--- src/rtl/ambb_pkg.sv ---
// ---------------------------------------------------------------------------
// ambb_pkg
// Shared types and constants of the alpha mask bounding box block.
// ---------------------------------------------------------------------------
package ambb_pkg;

    localparam int IMG_W_W     = 17;
    localparam int ALPHA_W     = 8;
    localparam int ORIGIN_W    = 48;
    localparam int STEP_W      = 32;
    localparam int BOUND_W     = 50;
    localparam int CFG_IDX_W   = 3;
    localparam int CFG_DATA_W  = 48;
    localparam int QUEUE_DEPTH = 4;

    localparam logic [IMG_W_W-1:0] IMAGE_WIDTH_RST  = 17'd1024;
    localparam logic [ALPHA_W-1:0] THRESHOLD_RST    = 8'd125;
    localparam logic [STEP_W-1:0]  PIXEL_WIDTH_RST  = 32'h0001_0000;
    localparam logic [STEP_W-1:0]  PIXEL_HEIGHT_RST = 32'hFFFF_0000;

    typedef enum logic [CFG_IDX_W-1:0] {
        CFG_IMAGE_WIDTH  = 3'd0,
        CFG_THRESHOLD    = 3'd1,
        CFG_ORIGIN_X     = 3'd2,
        CFG_PIXEL_WIDTH  = 3'd3,
        CFG_ORIGIN_Y     = 3'd4,
        CFG_PIXEL_HEIGHT = 3'd5
    } t_cfg_reg;

    // Settings used by the pixel tracker.
    typedef struct packed {
        logic [IMG_W_W-1:0] image_width;
        logic [ALPHA_W-1:0] alpha_threshold;
    } t_front_cfg;

    // Settings used by the coordinate unit.
    typedef struct packed {
        logic signed [ORIGIN_W-1:0] origin_x;
        logic signed [STEP_W-1:0]   pixel_width;
        logic signed [ORIGIN_W-1:0] origin_y;
        logic signed [STEP_W-1:0]   pixel_height;
    } t_back_cfg;

endpackage

--- src/rtl/ambb_queue.sv ---
// ---------------------------------------------------------------------------
// ambb_queue
// Small first-in first-out buffer of image summaries.
// ---------------------------------------------------------------------------
module ambb_queue
    import ambb_pkg::*;
#(
    parameter int WIDTH = 65
) (
    input  logic             i_clk,
    input  logic             i_rst_n,
    input  logic             i_push,
    output logic             o_not_full,
    input  logic [WIDTH-1:0] i_data,
    output logic             o_valid,
    input  logic             i_pop,
    output logic [WIDTH-1:0] o_data
);

    localparam int PW = $clog2(QUEUE_DEPTH);
    localparam int CW = $clog2(QUEUE_DEPTH + 1);

    logic [WIDTH-1:0] r_slot [QUEUE_DEPTH];
    logic [PW-1:0]    r_wr_ptr;
    logic [PW-1:0]    r_rd_ptr;
    logic [CW-1:0]    r_count;
    logic             do_push;
    logic             do_pop;

    assign o_not_full = r_count != CW'(QUEUE_DEPTH);
    assign o_valid    = r_count != '0;
    assign o_data     = r_slot[r_rd_ptr];
    assign do_push    = i_push & o_not_full;
    assign do_pop     = i_pop & o_valid;

    always_ff @(posedge i_clk) begin
        if (do_push) begin
            r_slot[r_wr_ptr] <= i_data;
        end
    end

    always_ff @(posedge i_clk) begin
        if (!i_rst_n) begin
            r_wr_ptr <= '0;
            r_rd_ptr <= '0;
            r_count  <= '0;
        end else begin
            if (do_push) begin
                r_wr_ptr <= (r_wr_ptr == PW'(QUEUE_DEPTH - 1)) ? '0 : r_wr_ptr + PW'(1);
            end
            if (do_pop) begin
                r_rd_ptr <= (r_rd_ptr == PW'(QUEUE_DEPTH - 1)) ? '0 : r_rd_ptr + PW'(1);
            end
            if (do_push && !do_pop) begin
                r_count <= r_count + CW'(1);
            end else if (do_pop && !do_push) begin
                r_count <= r_count - CW'(1);
            end
        end
    end

endmodule

--- config.mk ---
export PLATFORM = sky130hd
export DESIGN_NAME = ambb_queue
export DESIGN_NICKNAME = d
export VERILOG_FILES = /design/src/rtl/ambb_pkg.sv /design/src/rtl/ambb_queue.sv
export SDC_FILE = /design/constraint.sdc
export NUM_CORES = 1
export LEC_CHECK = 0
export BUFFER_PORTS_ARGS = -buffer_cell sky130_fd_sc_hd__buf_2
export CORE_MARGIN = 10
export CORE_UTILIZATION = 45
export CTS_CLUSTER_SIZE = 16
export DETAILED_ROUTE_END_ITERATION = 6
export GPL_TIMING_DRIVEN = 0
export PLACE_DENSITY = 0.67
export SYNTH_ARGS = -nofsm -noshare
export SYNTH_HDL_FRONTEND = slang
export SYNTH_SLANG_ARGS = --single-unit
--- constraint.sdc ---
create_clock -name i_clk -period 2.1 [get_ports i_clk]
set_input_delay 0.21 -clock i_clk [delete_from_list [all_inputs] [get_ports i_clk]]
set_output_delay 0.21 -clock i_clk [all_outputs]
set_load 0.01 [all_outputs]
==> reports/metrics.csv <==
stage,metric,value,unit
layout,area_growth,32.8,%
clock_tree,htreeDepth,1,
global_route,grt_pass1_vias,5470,
setup_path,path_class,reg2out,
global_route,met2_usage,0.236,
die,core,21700,µm²
logic_synthesis,synth_edf_count,260,
clock_tree,insertion_delay,0.52,ns
clock_tree,cts_tree,yes,
timing,rsz0062_at_grt,yes,
setup_path,cp-end-kind,primary output,
global_route,grtUsageMet3,0.0347,
run_status,violations,negative setup slack,
setup_path,cp_common_cell,buf_12,
global_route,grt_pass1_wl,30.3,mm
global_route,grt_util_met1,0.164,
logic_synthesis,syn-num-nets,466,
logic_synthesis,ys_seq_area_frac,0.811,
setup_path,crit_chain,"buf_12, buf_12, mux4_2, buf_2",
detailed_routing,ant_nets,0,
timing,maxSlewViolCount,0,
global_route,grt_max_degree,57,
placement,postPlaceCellArea,11000,µm²
detailed_routing,finalWirelength,19.3,mm
detailed_routing,dr.pass1.iters,4,
logic_synthesis,synth_xor_area_frac,0.00178,
pwr,leakagePower,4.49,nW
layout,final_common_cell,edfxtp_1,
logic_synthesis,syn_inst,390,
die,chipHeight,168,µm
placement,place.gp.congestion,0.682,
timing,hold_violations,0,
logic_synthesis,ys_seq_elements,269,
placement,place_ws,-0.121,ns
clock_tree,cts-buffers-inserted,27,
logic_synthesis,syn_area,9840,µm²
detailed_routing,dr.first_iter.drc_count,235,
logic_synthesis,async_flop_share,0,
global_route,antenna_found_initial,0,
clock_tree,root_buffer,clkbuf_16,
clock_tree,clkSlewWorstSetupHoldPaths,0.06,ns
logic_synthesis,yosys_warnings,0,
logic_synthesis,syn_avg_cell_area,25.2,µm²
min_path,hold_path_class,in2reg,
clock_tree,clkSinkCount,269,
setup_path,critPathSlowestCell,mux4_2,
logic_synthesis,netlist.top_cell.by_area,edfxtp_1,
timing,finalCritPeriodShare,1.01,
detailed_routing,route.detailed.drc,0,
die,dieArea,28200,µm²
die,initial_core_util,0.454,
run_status,status,finished with violations,
setup_path,critPathMaxFanout,10,
timing,finalClockSkew,0.0102,ns
logic_synthesis,synth_compound_gate_area_share,0.00356,
layout,diodes,0,
die,ios,136,
logic_synthesis,synthTopCellsByArea,"edfxtp_1, mux4_2, dfxtp_1",
logic_synthesis,synthAdderAreaFrac,0.00966,
layout,fillCellCount,1487,
setup_path,start_kind,register,
timing,setup_viol,3,
pwr,p_per_area,1200,nW/µm²
pwr,peakVddDrop,972,µV
global_route,grt_usage,0.135,
placement,dp_hpwl,11.6,mm
setup_path,required,1.89,ns
setup_path,slowest_delay,0.52,ns
detailed_routing,routedWlPerCell,20.7,µm
logic_synthesis,synth_top_area_frac,0.793,
layout,final_nets,708,
timing,maxSlewHeadroom,0.687,
logic_synthesis,synth_top_family_by_area,multiplexers,
setup_path,r2r_start,r_count[2],
die,num_rows,54,
logic_synthesis,synth_simple_gate_area_frac,0.0119,
logic_synthesis,yosysUniqueCellTypes,27,
detailed_routing,route.vias.total,4767,
detailed_routing,avgViaCountPerCell,5.11,
timing,hold_ws,0.171,ns
layout,drive_gt1_frac,0.433,
die,die_x,168,µm
clock_tree,clock_path_buffers,3,
layout,layout_common_cells,"edfxtp_1, buf_2, dlygate4sd3_1",
timing,fmax,473,MHz
placement,portBuffers,135,
layout,stdcell_area,13100,µm²
global_route,grt-ovfl-total,0,
logic_synthesis,ys.flop_type,edfxtp_1,
min_path,min_from,i_pop,
setup_path,cp.arrival,1.90,ns
timing,tightest_slew,0.470,ns
timing,fin_ws,-0.0141,ns
global_route,grt-busiest-layer,met2,
flow_run,maxCapViolations,0,
logic_synthesis,synth_mux_area_frac,0.151,
timing,period_needed,2.11,ns
report_power, final:
group | internal, mW | total, mW | switching (mW)
clock network | 3.04 | 4.91 | 1.87
logic | 2.23 | 4.03 | 1.81
registers | 6.52 | 6.69 | 0.168
total | 11.8 | 15.6 | 3.84
area by class of cell:
class,count,area [µm²],share of cell area
Clock buffer,35,726,0.0555
Tap cell,280,350,0.0268
Clock inverter,14,194,0.0148
Multi-Input combinational cell,102,1800,0.138
Sequential cell,269,8000,0.612
Buffer,15,185,0.0142
Timing Repair Buffer,214,1800,0.138
Inverter,3,11.3,0.000862
per-stage QoR:
| stage | utilization | setup TNS [ns] | power (mW) | instances |
|---|---|---|---|---|
| after global placement | 0.502 | -104.43 | 9.82 | 805 |
| after global routing | 0.603 | -2.29 | 16.3 | 932 |
| after floorplan | - | 0 | 8.73 | 390 |
| after detailed placement | 0.508 | -0.121 | 9.99 | 809 |
| final | 0.603 | -0.0346 | 15.6 | 932 |
| after CTS | 0.597 | -1.11 | 15.6 | 932 |
synthesized netlist by cell type, types with 2 or more instances:
master    count
ha_1          6
and3_2        4
o21ai_0       3
buf_2         7
or3_2         2
inv_1         3
mux2i_1       2
mux4_2       65
edfxtp_1    260
nor2_1        2
clkbuf_1      3
buf_4         5
dfxtp_1       9
nand3_1       2
nand2_1       5
path summary, 6_finish.rpt:
check / slack (ns) / end / cells past startpoint
max: -0.01 / o_data[16] / 4
min reg2reg: 0.51 / r_wr_ptr[1] / 2
max reg2reg: 0.06 / r_count[2] / 8
min: 0.17 / register / 4
per-layer routing:
metal | vias up | wire [µm]
met5 | - | 0
met4 | 0 | 284
met3 | 29 | 1140
met2 | 119 | 10100
met1 | 2469 | 7780
li1 | 2150 | -
timing repair:
item                       in CTS  in global routing
gates cloned                    1                  0
buffers inserted                7                  0
gates resized for setup        61                 20
pin swaps                       5                  0
setup endpoints to repair      67                 61
hold endpoints to repair      261                  0
hold buffers                   67                  0
logic make-up (layout without fill, tap and decap cells):
kind of cell | Yosys count | count (layout)
buffers and inverters | 19 | 281
XOR/XNOR | 2 | 2
AO/OA/AOI/OAI | 6 | 6
AND/OR/NAND/NOR | 20 | 20
multiplexers | 67 | 67
adder cells (fa/ha/maj) | 7 | 7
flip-flops | 269 | 269
registers in the layout, summed over array words and instances, names as in the netlist, named ones only:
register  cells
r_count       3
r_slot      260
r_rd_ptr      2
r_wr_ptr      2
critical path, delay by kind of cell (launching register included):
kind / cells / cell delay (ns)
buf+inv: 3 / 0.48
flops: 1 / 0.38
mux: 1 / 0.52
Note: power is estimated with default switching activity, not from simulation.
