--- src/rtl/ambb_pkg.sv ---
// ---------------------------------------------------------------------------
// ambb_pkg
// Shared types and constants of the alpha mask bounding box block.
// ---------------------------------------------------------------------------
package ambb_pkg;

    localparam int IMG_W_W     = 17;
    localparam int ALPHA_W     = 8;
    localparam int ORIGIN_W    = 48;
    localparam int STEP_W      = 32;
    localparam int BOUND_W     = 50;
    localparam int CFG_IDX_W   = 3;
    localparam int CFG_DATA_W  = 48;
    localparam int QUEUE_DEPTH = 4;

    localparam logic [IMG_W_W-1:0] IMAGE_WIDTH_RST  = 17'd1024;
    localparam logic [ALPHA_W-1:0] THRESHOLD_RST    = 8'd125;
    localparam logic [STEP_W-1:0]  PIXEL_WIDTH_RST  = 32'h0001_0000;
    localparam logic [STEP_W-1:0]  PIXEL_HEIGHT_RST = 32'hFFFF_0000;

    typedef enum logic [CFG_IDX_W-1:0] {
        CFG_IMAGE_WIDTH  = 3'd0,
        CFG_THRESHOLD    = 3'd1,
        CFG_ORIGIN_X     = 3'd2,
        CFG_PIXEL_WIDTH  = 3'd3,
        CFG_ORIGIN_Y     = 3'd4,
        CFG_PIXEL_HEIGHT = 3'd5
    } t_cfg_reg;

    // Settings used by the pixel tracker.
    typedef struct packed {
        logic [IMG_W_W-1:0] image_width;
        logic [ALPHA_W-1:0] alpha_threshold;
    } t_front_cfg;

    // Settings used by the coordinate unit.
    typedef struct packed {
        logic signed [ORIGIN_W-1:0] origin_x;
        logic signed [STEP_W-1:0]   pixel_width;
        logic signed [ORIGIN_W-1:0] origin_y;
        logic signed [STEP_W-1:0]   pixel_height;
    } t_back_cfg;

endpackage

--- src/rtl/ambb_front.sv ---
// ---------------------------------------------------------------------------
// ambb_front
// Pixel tracker: counts columns and rows and keeps the hit extents.
// ---------------------------------------------------------------------------
module ambb_front
    import ambb_pkg::*;
#(
    parameter int MAX_DIM = 65536
) (
    input  logic                            i_clk,
    input  logic                            i_rst_n,
    input  t_front_cfg                      i_cfg,
    input  logic                            i_valid,
    output logic                            o_ready,
    input  logic [ALPHA_W-1:0]              i_alpha,
    input  logic                            i_last,
    output logic                            o_sum_valid,
    input  logic                            i_sum_ready,
    // {greatest row, least row, greatest column, least column, found}
    output logic [4*$clog2(MAX_DIM):0]      o_sum_data
);

    localparam int IW  = $clog2(MAX_DIM);
    localparam int WW  = IW + 1;

    logic [IW-1:0] r_col, n_col;
    logic [IW-1:0] r_row, n_row;
    logic [IW-1:0] r_lo_col, n_lo_col;
    logic [IW-1:0] r_hi_col, n_hi_col;
    logic [IW-1:0] r_lo_row, n_lo_row;
    logic [IW-1:0] r_hi_row, n_hi_row;
    logic          r_any, n_any;

    logic [WW-1:0] w_eff;
    logic          hit;
    logic          accept;
    logic          wrap;

    assign o_ready = i_sum_ready;
    assign accept  = i_valid & o_ready;
    assign hit     = i_alpha > i_cfg.alpha_threshold;

    always_comb begin
        if (i_cfg.image_width == '0) begin
            w_eff = WW'(1);
        end else if (i_cfg.image_width > IMG_W_W'(MAX_DIM)) begin
            w_eff = WW'(MAX_DIM);
        end else begin
            w_eff = WW'(i_cfg.image_width);
        end
    end

    assign wrap = ({1'b0, r_col} + WW'(1)) >= w_eff;

    always_comb begin
        n_any    = r_any | hit;
        n_lo_col = r_lo_col;
        n_hi_col = r_hi_col;
        n_lo_row = r_lo_row;
        n_hi_row = r_hi_row;
        if (hit && !r_any) begin
            n_lo_col = r_col;
            n_hi_col = r_col;
            n_lo_row = r_row;
            n_hi_row = r_row;
        end else if (hit) begin
            if (r_col < r_lo_col) begin
                n_lo_col = r_col;
            end
            if (r_col > r_hi_col) begin
                n_hi_col = r_col;
            end
            // Rows only grow, so the least row is set by the first hit.
            if (r_row > r_hi_row) begin
                n_hi_row = r_row;
            end
        end

        n_col = r_col + IW'(1);
        n_row = r_row;
        if (wrap) begin
            n_col = '0;
            if (r_row != IW'(MAX_DIM - 1)) begin
                n_row = r_row + IW'(1);
            end
        end
    end

    assign o_sum_valid = accept & i_last;
    assign o_sum_data  = {n_hi_row, n_lo_row, n_hi_col, n_lo_col, n_any};

    always_ff @(posedge i_clk) begin
        if (!i_rst_n) begin
            r_col    <= '0;
            r_row    <= '0;
            r_lo_col <= '0;
            r_hi_col <= '0;
            r_lo_row <= '0;
            r_hi_row <= '0;
            r_any    <= 1'b0;
        end else if (accept) begin
            if (i_last) begin
                r_col    <= '0;
                r_row    <= '0;
                r_lo_col <= '0;
                r_hi_col <= '0;
                r_lo_row <= '0;
                r_hi_row <= '0;
                r_any    <= 1'b0;
            end else begin
                r_col    <= n_col;
                r_row    <= n_row;
                r_lo_col <= n_lo_col;
                r_hi_col <= n_hi_col;
                r_lo_row <= n_lo_row;
                r_hi_row <= n_hi_row;
                r_any    <= n_any;
            end
        end
    end

endmodule

--- config.mk ---
export PLATFORM = sky130hd
export DESIGN_NAME = ambb_front
export DESIGN_NICKNAME = d
export VERILOG_FILES = /design/src/rtl/ambb_pkg.sv /design/src/rtl/ambb_front.sv
export SDC_FILE = /design/constraint.sdc
export NUM_CORES = 1
export LEC_CHECK = 0
export BUFFER_PORTS_ARGS = -buffer_cell sky130_fd_sc_hd__buf_2
export CAP_MARGIN = 20
export CORE_UTILIZATION = 45
export DETAILED_ROUTE_END_ITERATION = 10
export HOLD_SLACK_MARGIN = 0.08
export PLACE_DENSITY = 0.67
export SYNTH_ARGS = -nofsm -noshare
export SYNTH_HDL_FRONTEND = slang
export SYNTH_SLANG_ARGS = --single-unit
--- constraint.sdc ---
create_clock -name i_clk -period 11.2 [get_ports i_clk]
set_input_delay 2.24 -clock i_clk [delete_from_list [all_inputs] [get_ports i_clk]]
set_output_delay 2.24 -clock i_clk [all_outputs]
set_load 0.01 [all_outputs]
==> results.sh <==
export IMPL_yosysMostFrequentCell="nand2_1"
export IMPL_antennaDiodeCount=0
export IMPL_avgSynthCellArea_sq_um=8.26
export IMPL_finalWorstSetupSlack_ps=3830
export IMPL_tritoncts="built"
export IMPL_syn_to_final_growth_pct=13.9
export IMPL_post_drt_wl_per_cell_um=17.1
export IMPL_synthFlopType="dfxtp_1"
export IMPL_routed_wl_um=19900
export IMPL_viasPerCell=5.95
export IMPL_status="completed"
export IMPL_max_freq_mhz=136
export IMPL_synthesis_nets=989
export IMPL_finalCritPeriodShare_pct=65.8
export IMPL_die_h_um=129
export IMPL_placed_area_sq_um=7920
export IMPL_fin_crit_ps=7370
export IMPL_slowest_stage="a211o_1"
export IMPL_ios=105
export IMPL_grt_use_met2_pct=37.0
export IMPL_finalPower_mw=0.764
export IMPL_met3_usage_pct=3.41
export IMPL_grt_pass1_wl_um=31400
export IMPL_synth_area_top_cells="dfxtp_1 (27%), ha_1 (13%), mux2_2 (6.1%)"
export IMPL_ant_nets=0
export IMPL_htreeDepth=3
export IMPL_row_count=46
export IMPL_clk_transition_reported_paths_ps=70
export IMPL_setup_tns_ps=0
export IMPL_die_area_sq_um=16600
export IMPL_yosys_warnings=0
export IMPL_post_cts_buffers=0
export IMPL_synth_seq_cells=97
export IMPL_path_class="input pin to output pin"
export IMPL_drv_cap=0
export IMPL_yosys_top_cells_count="nand2_1 (98), dfxtp_1 (97), ha_1 (74)"
export IMPL_syn_area_sq_um=7250
export IMPL_dp_cells=1146
export IMPL_start_util_pct=45.8
export IMPL_busiest_layer="met2"
export IMPL_port_buffers=104
export IMPL_seq_area_frac_synth_pct=26.8
export IMPL_maxSlewHeadroom_pct=28.6
export IMPL_cpPeakStageDelay_ps=650
export IMPL_clock_latency_ps=350
export IMPL_vias=6930
export IMPL_pre_cts_ws_ps=3850
export IMPL_ys_async_sr_fraction_pct=0
export IMPL_power_leakage_nw=3.31
export IMPL_critPathCaptureType="output pin"
export IMPL_clock_sinks=97
export IMPL_cts_inserted_buffers=9
export IMPL_rsz0062_at_grt="no"
export IMPL_finalNonFillerCells=1164
export IMPL_start_kind="input pin"
export IMPL_cts_root_buffer="clkbuf_16"
export IMPL_crit_arrival_ps=5130
export IMPL_num_nets_final=1055
export IMPL_overflow=0
export IMPL_synth_largest_area_cell="dfxtp_1"
export IMPL_gp_congestion=0.851
export IMPL_synth_edf_count=0
export IMPL_use_met1_pct=34.3
export IMPL_synth_top_area_share_pct=26.8
export IMPL_synthCells=877
export IMPL_hpwl_um=14100
export IMPL_drt_first_pass_iters=5
export IMPL_drc=0
export IMPL_clockBufferDepth=2
export IMPL_die_w_um=129
export IMPL_final_setup_viol_count=0
export IMPL_drive_above_1_share_pct=20.4
export IMPL_crit_path_cell_trace="buf_2, inv_1, ha_1, nor2b_1, o211ai_1, a211o_1, and2_1, buf_4, and3b_1, buf_4, mux2_2, buf_2"
export IMPL_powerDensity_nw_per_um2=92.6
export IMPL_synth_cell_types=62
export IMPL_finish_instance_area_sq_um=8250
export IMPL_cts_resized=0
export IMPL_hold_class="register to register"
export IMPL_maxSlewViolCount=0
export IMPL_postLayoutCoreUtil_pct=52.1
export IMPL_worstPathRequired_ps=8960
export IMPL_grt_max_degree=46
export IMPL_finalHoldViolations=0
export IMPL_crit_fanout=37
export IMPL_hold_buffers=0
export IMPL_hold_ws_ps=491
export IMPL_worst_pin_slew_ps=1070
export IMPL_drt_iter0_drc=572
export IMPL_core_sq_um=15800
export IMPL_irDropWorstVdd_v=0.0000570
export IMPL_antenna_found_initial=0
export IMPL_grt_use_total_pct=24.0
export IMPL_grt_pass1_vias=6101
export IMPL_skew_ps=10.6
==> per-layer routing <==
layer  vias to the layer above  share of wire, %
met5                         -                 0
met3                        14               5.9
met4                         0               1.2
met1                      3284                49
li1                       3424                 -
met2                       208                44
==> final timing paths <==
path                     from        endpoint  slack [ps]  cells past startpoint
hold / removal    r_hi_row[9]     r_hi_row[9]         490                      1
hold reg to reg   r_hi_row[9]     r_hi_row[9]         490                      1
setup / recovery     i_cfg[1]  o_sum_data[58]        3830                     12
setup reg to reg     r_col[1]        r_row[9]        6900                     12
==> placed cells by master (no fill, tap or decap), types with 6 or more instances in the layout <==
cell and n:
a221oi_1 7, or4_1 14, o311ai_0 7, o211ai_1 16
o311a_1 9, o31ai_1 11, nand3_1 32, mux2i_1 11
mux2_2 39, dfxtp_1 97, xnor2_1 12, ha_1 74
a21o_1 6, and3_1 6, buf_4 17, a22o_1 15
nand4_1 25, inv_1 68, a21oi_1 54, a32o_1 31
nor2_1 20, o32ai_1 16, nor4_1 13, and2_1 20
or3_1 12, nand2b_1 11, nand2_1 98, clkbuf_16 9
buf_2 104, o21ai_0 23
==> worst max-delay path, delay by kind of cell <==
| family | cells | cell delay (ps) |
|---|---|---|
| adder cells (fa/ha/maj) | 1 | 290 |
| AO/OA/AOI/OAI | 2 | 810 |
| multiplexers | 1 | 310 |
| buffers and inverters | 5 | 850 |
| AND/OR/NAND/NOR | 3 | 610 |
==> power breakdown <==
part	switching [mW]	total [mW]	leakage [nW]	internal [mW]
clock	0.142	0.323	0.146	0.181
sequential	0.00115	0.346	0.781	0.345
combinational	0.0626	0.0942	2.39	0.0316
total	0.206	0.764	3.31	0.558
==> sequential cells by signal (all words and copies together) (netlist names) <==
name and count:
r_any 1, r_col 16, r_hi_col 16, r_hi_row 16, r_lo_col 16, r_lo_row 16, r_row 16
==> final cells by class <==
class                   instances  area [sq um]
clock buffers                  11           243
clock inverters                 5          63.8
fillers                      1522          7570
inverters                      69           259
multi-input cells             643          4800
flip-flops and latches         97          1940
well taps                     216           270
repair buffers                123           674
==> cell families (layout without fill, tap and decap cells) <==
kind of cell	after synthesis	in the layout	share of synthesized area (%)
AO/OA/AOI/OAI	232	232	24.1
XOR/XNOR	14	14	1.69
adder cells (fa/ha/maj)	74	74	12.8
buffers and inverters	137	208	7.62
flip-flops	97	97	26.8
multiplexers	50	50	7.58
AND/OR/NAND/NOR	273	273	19.5
Power figures use the tool's default switching activity.
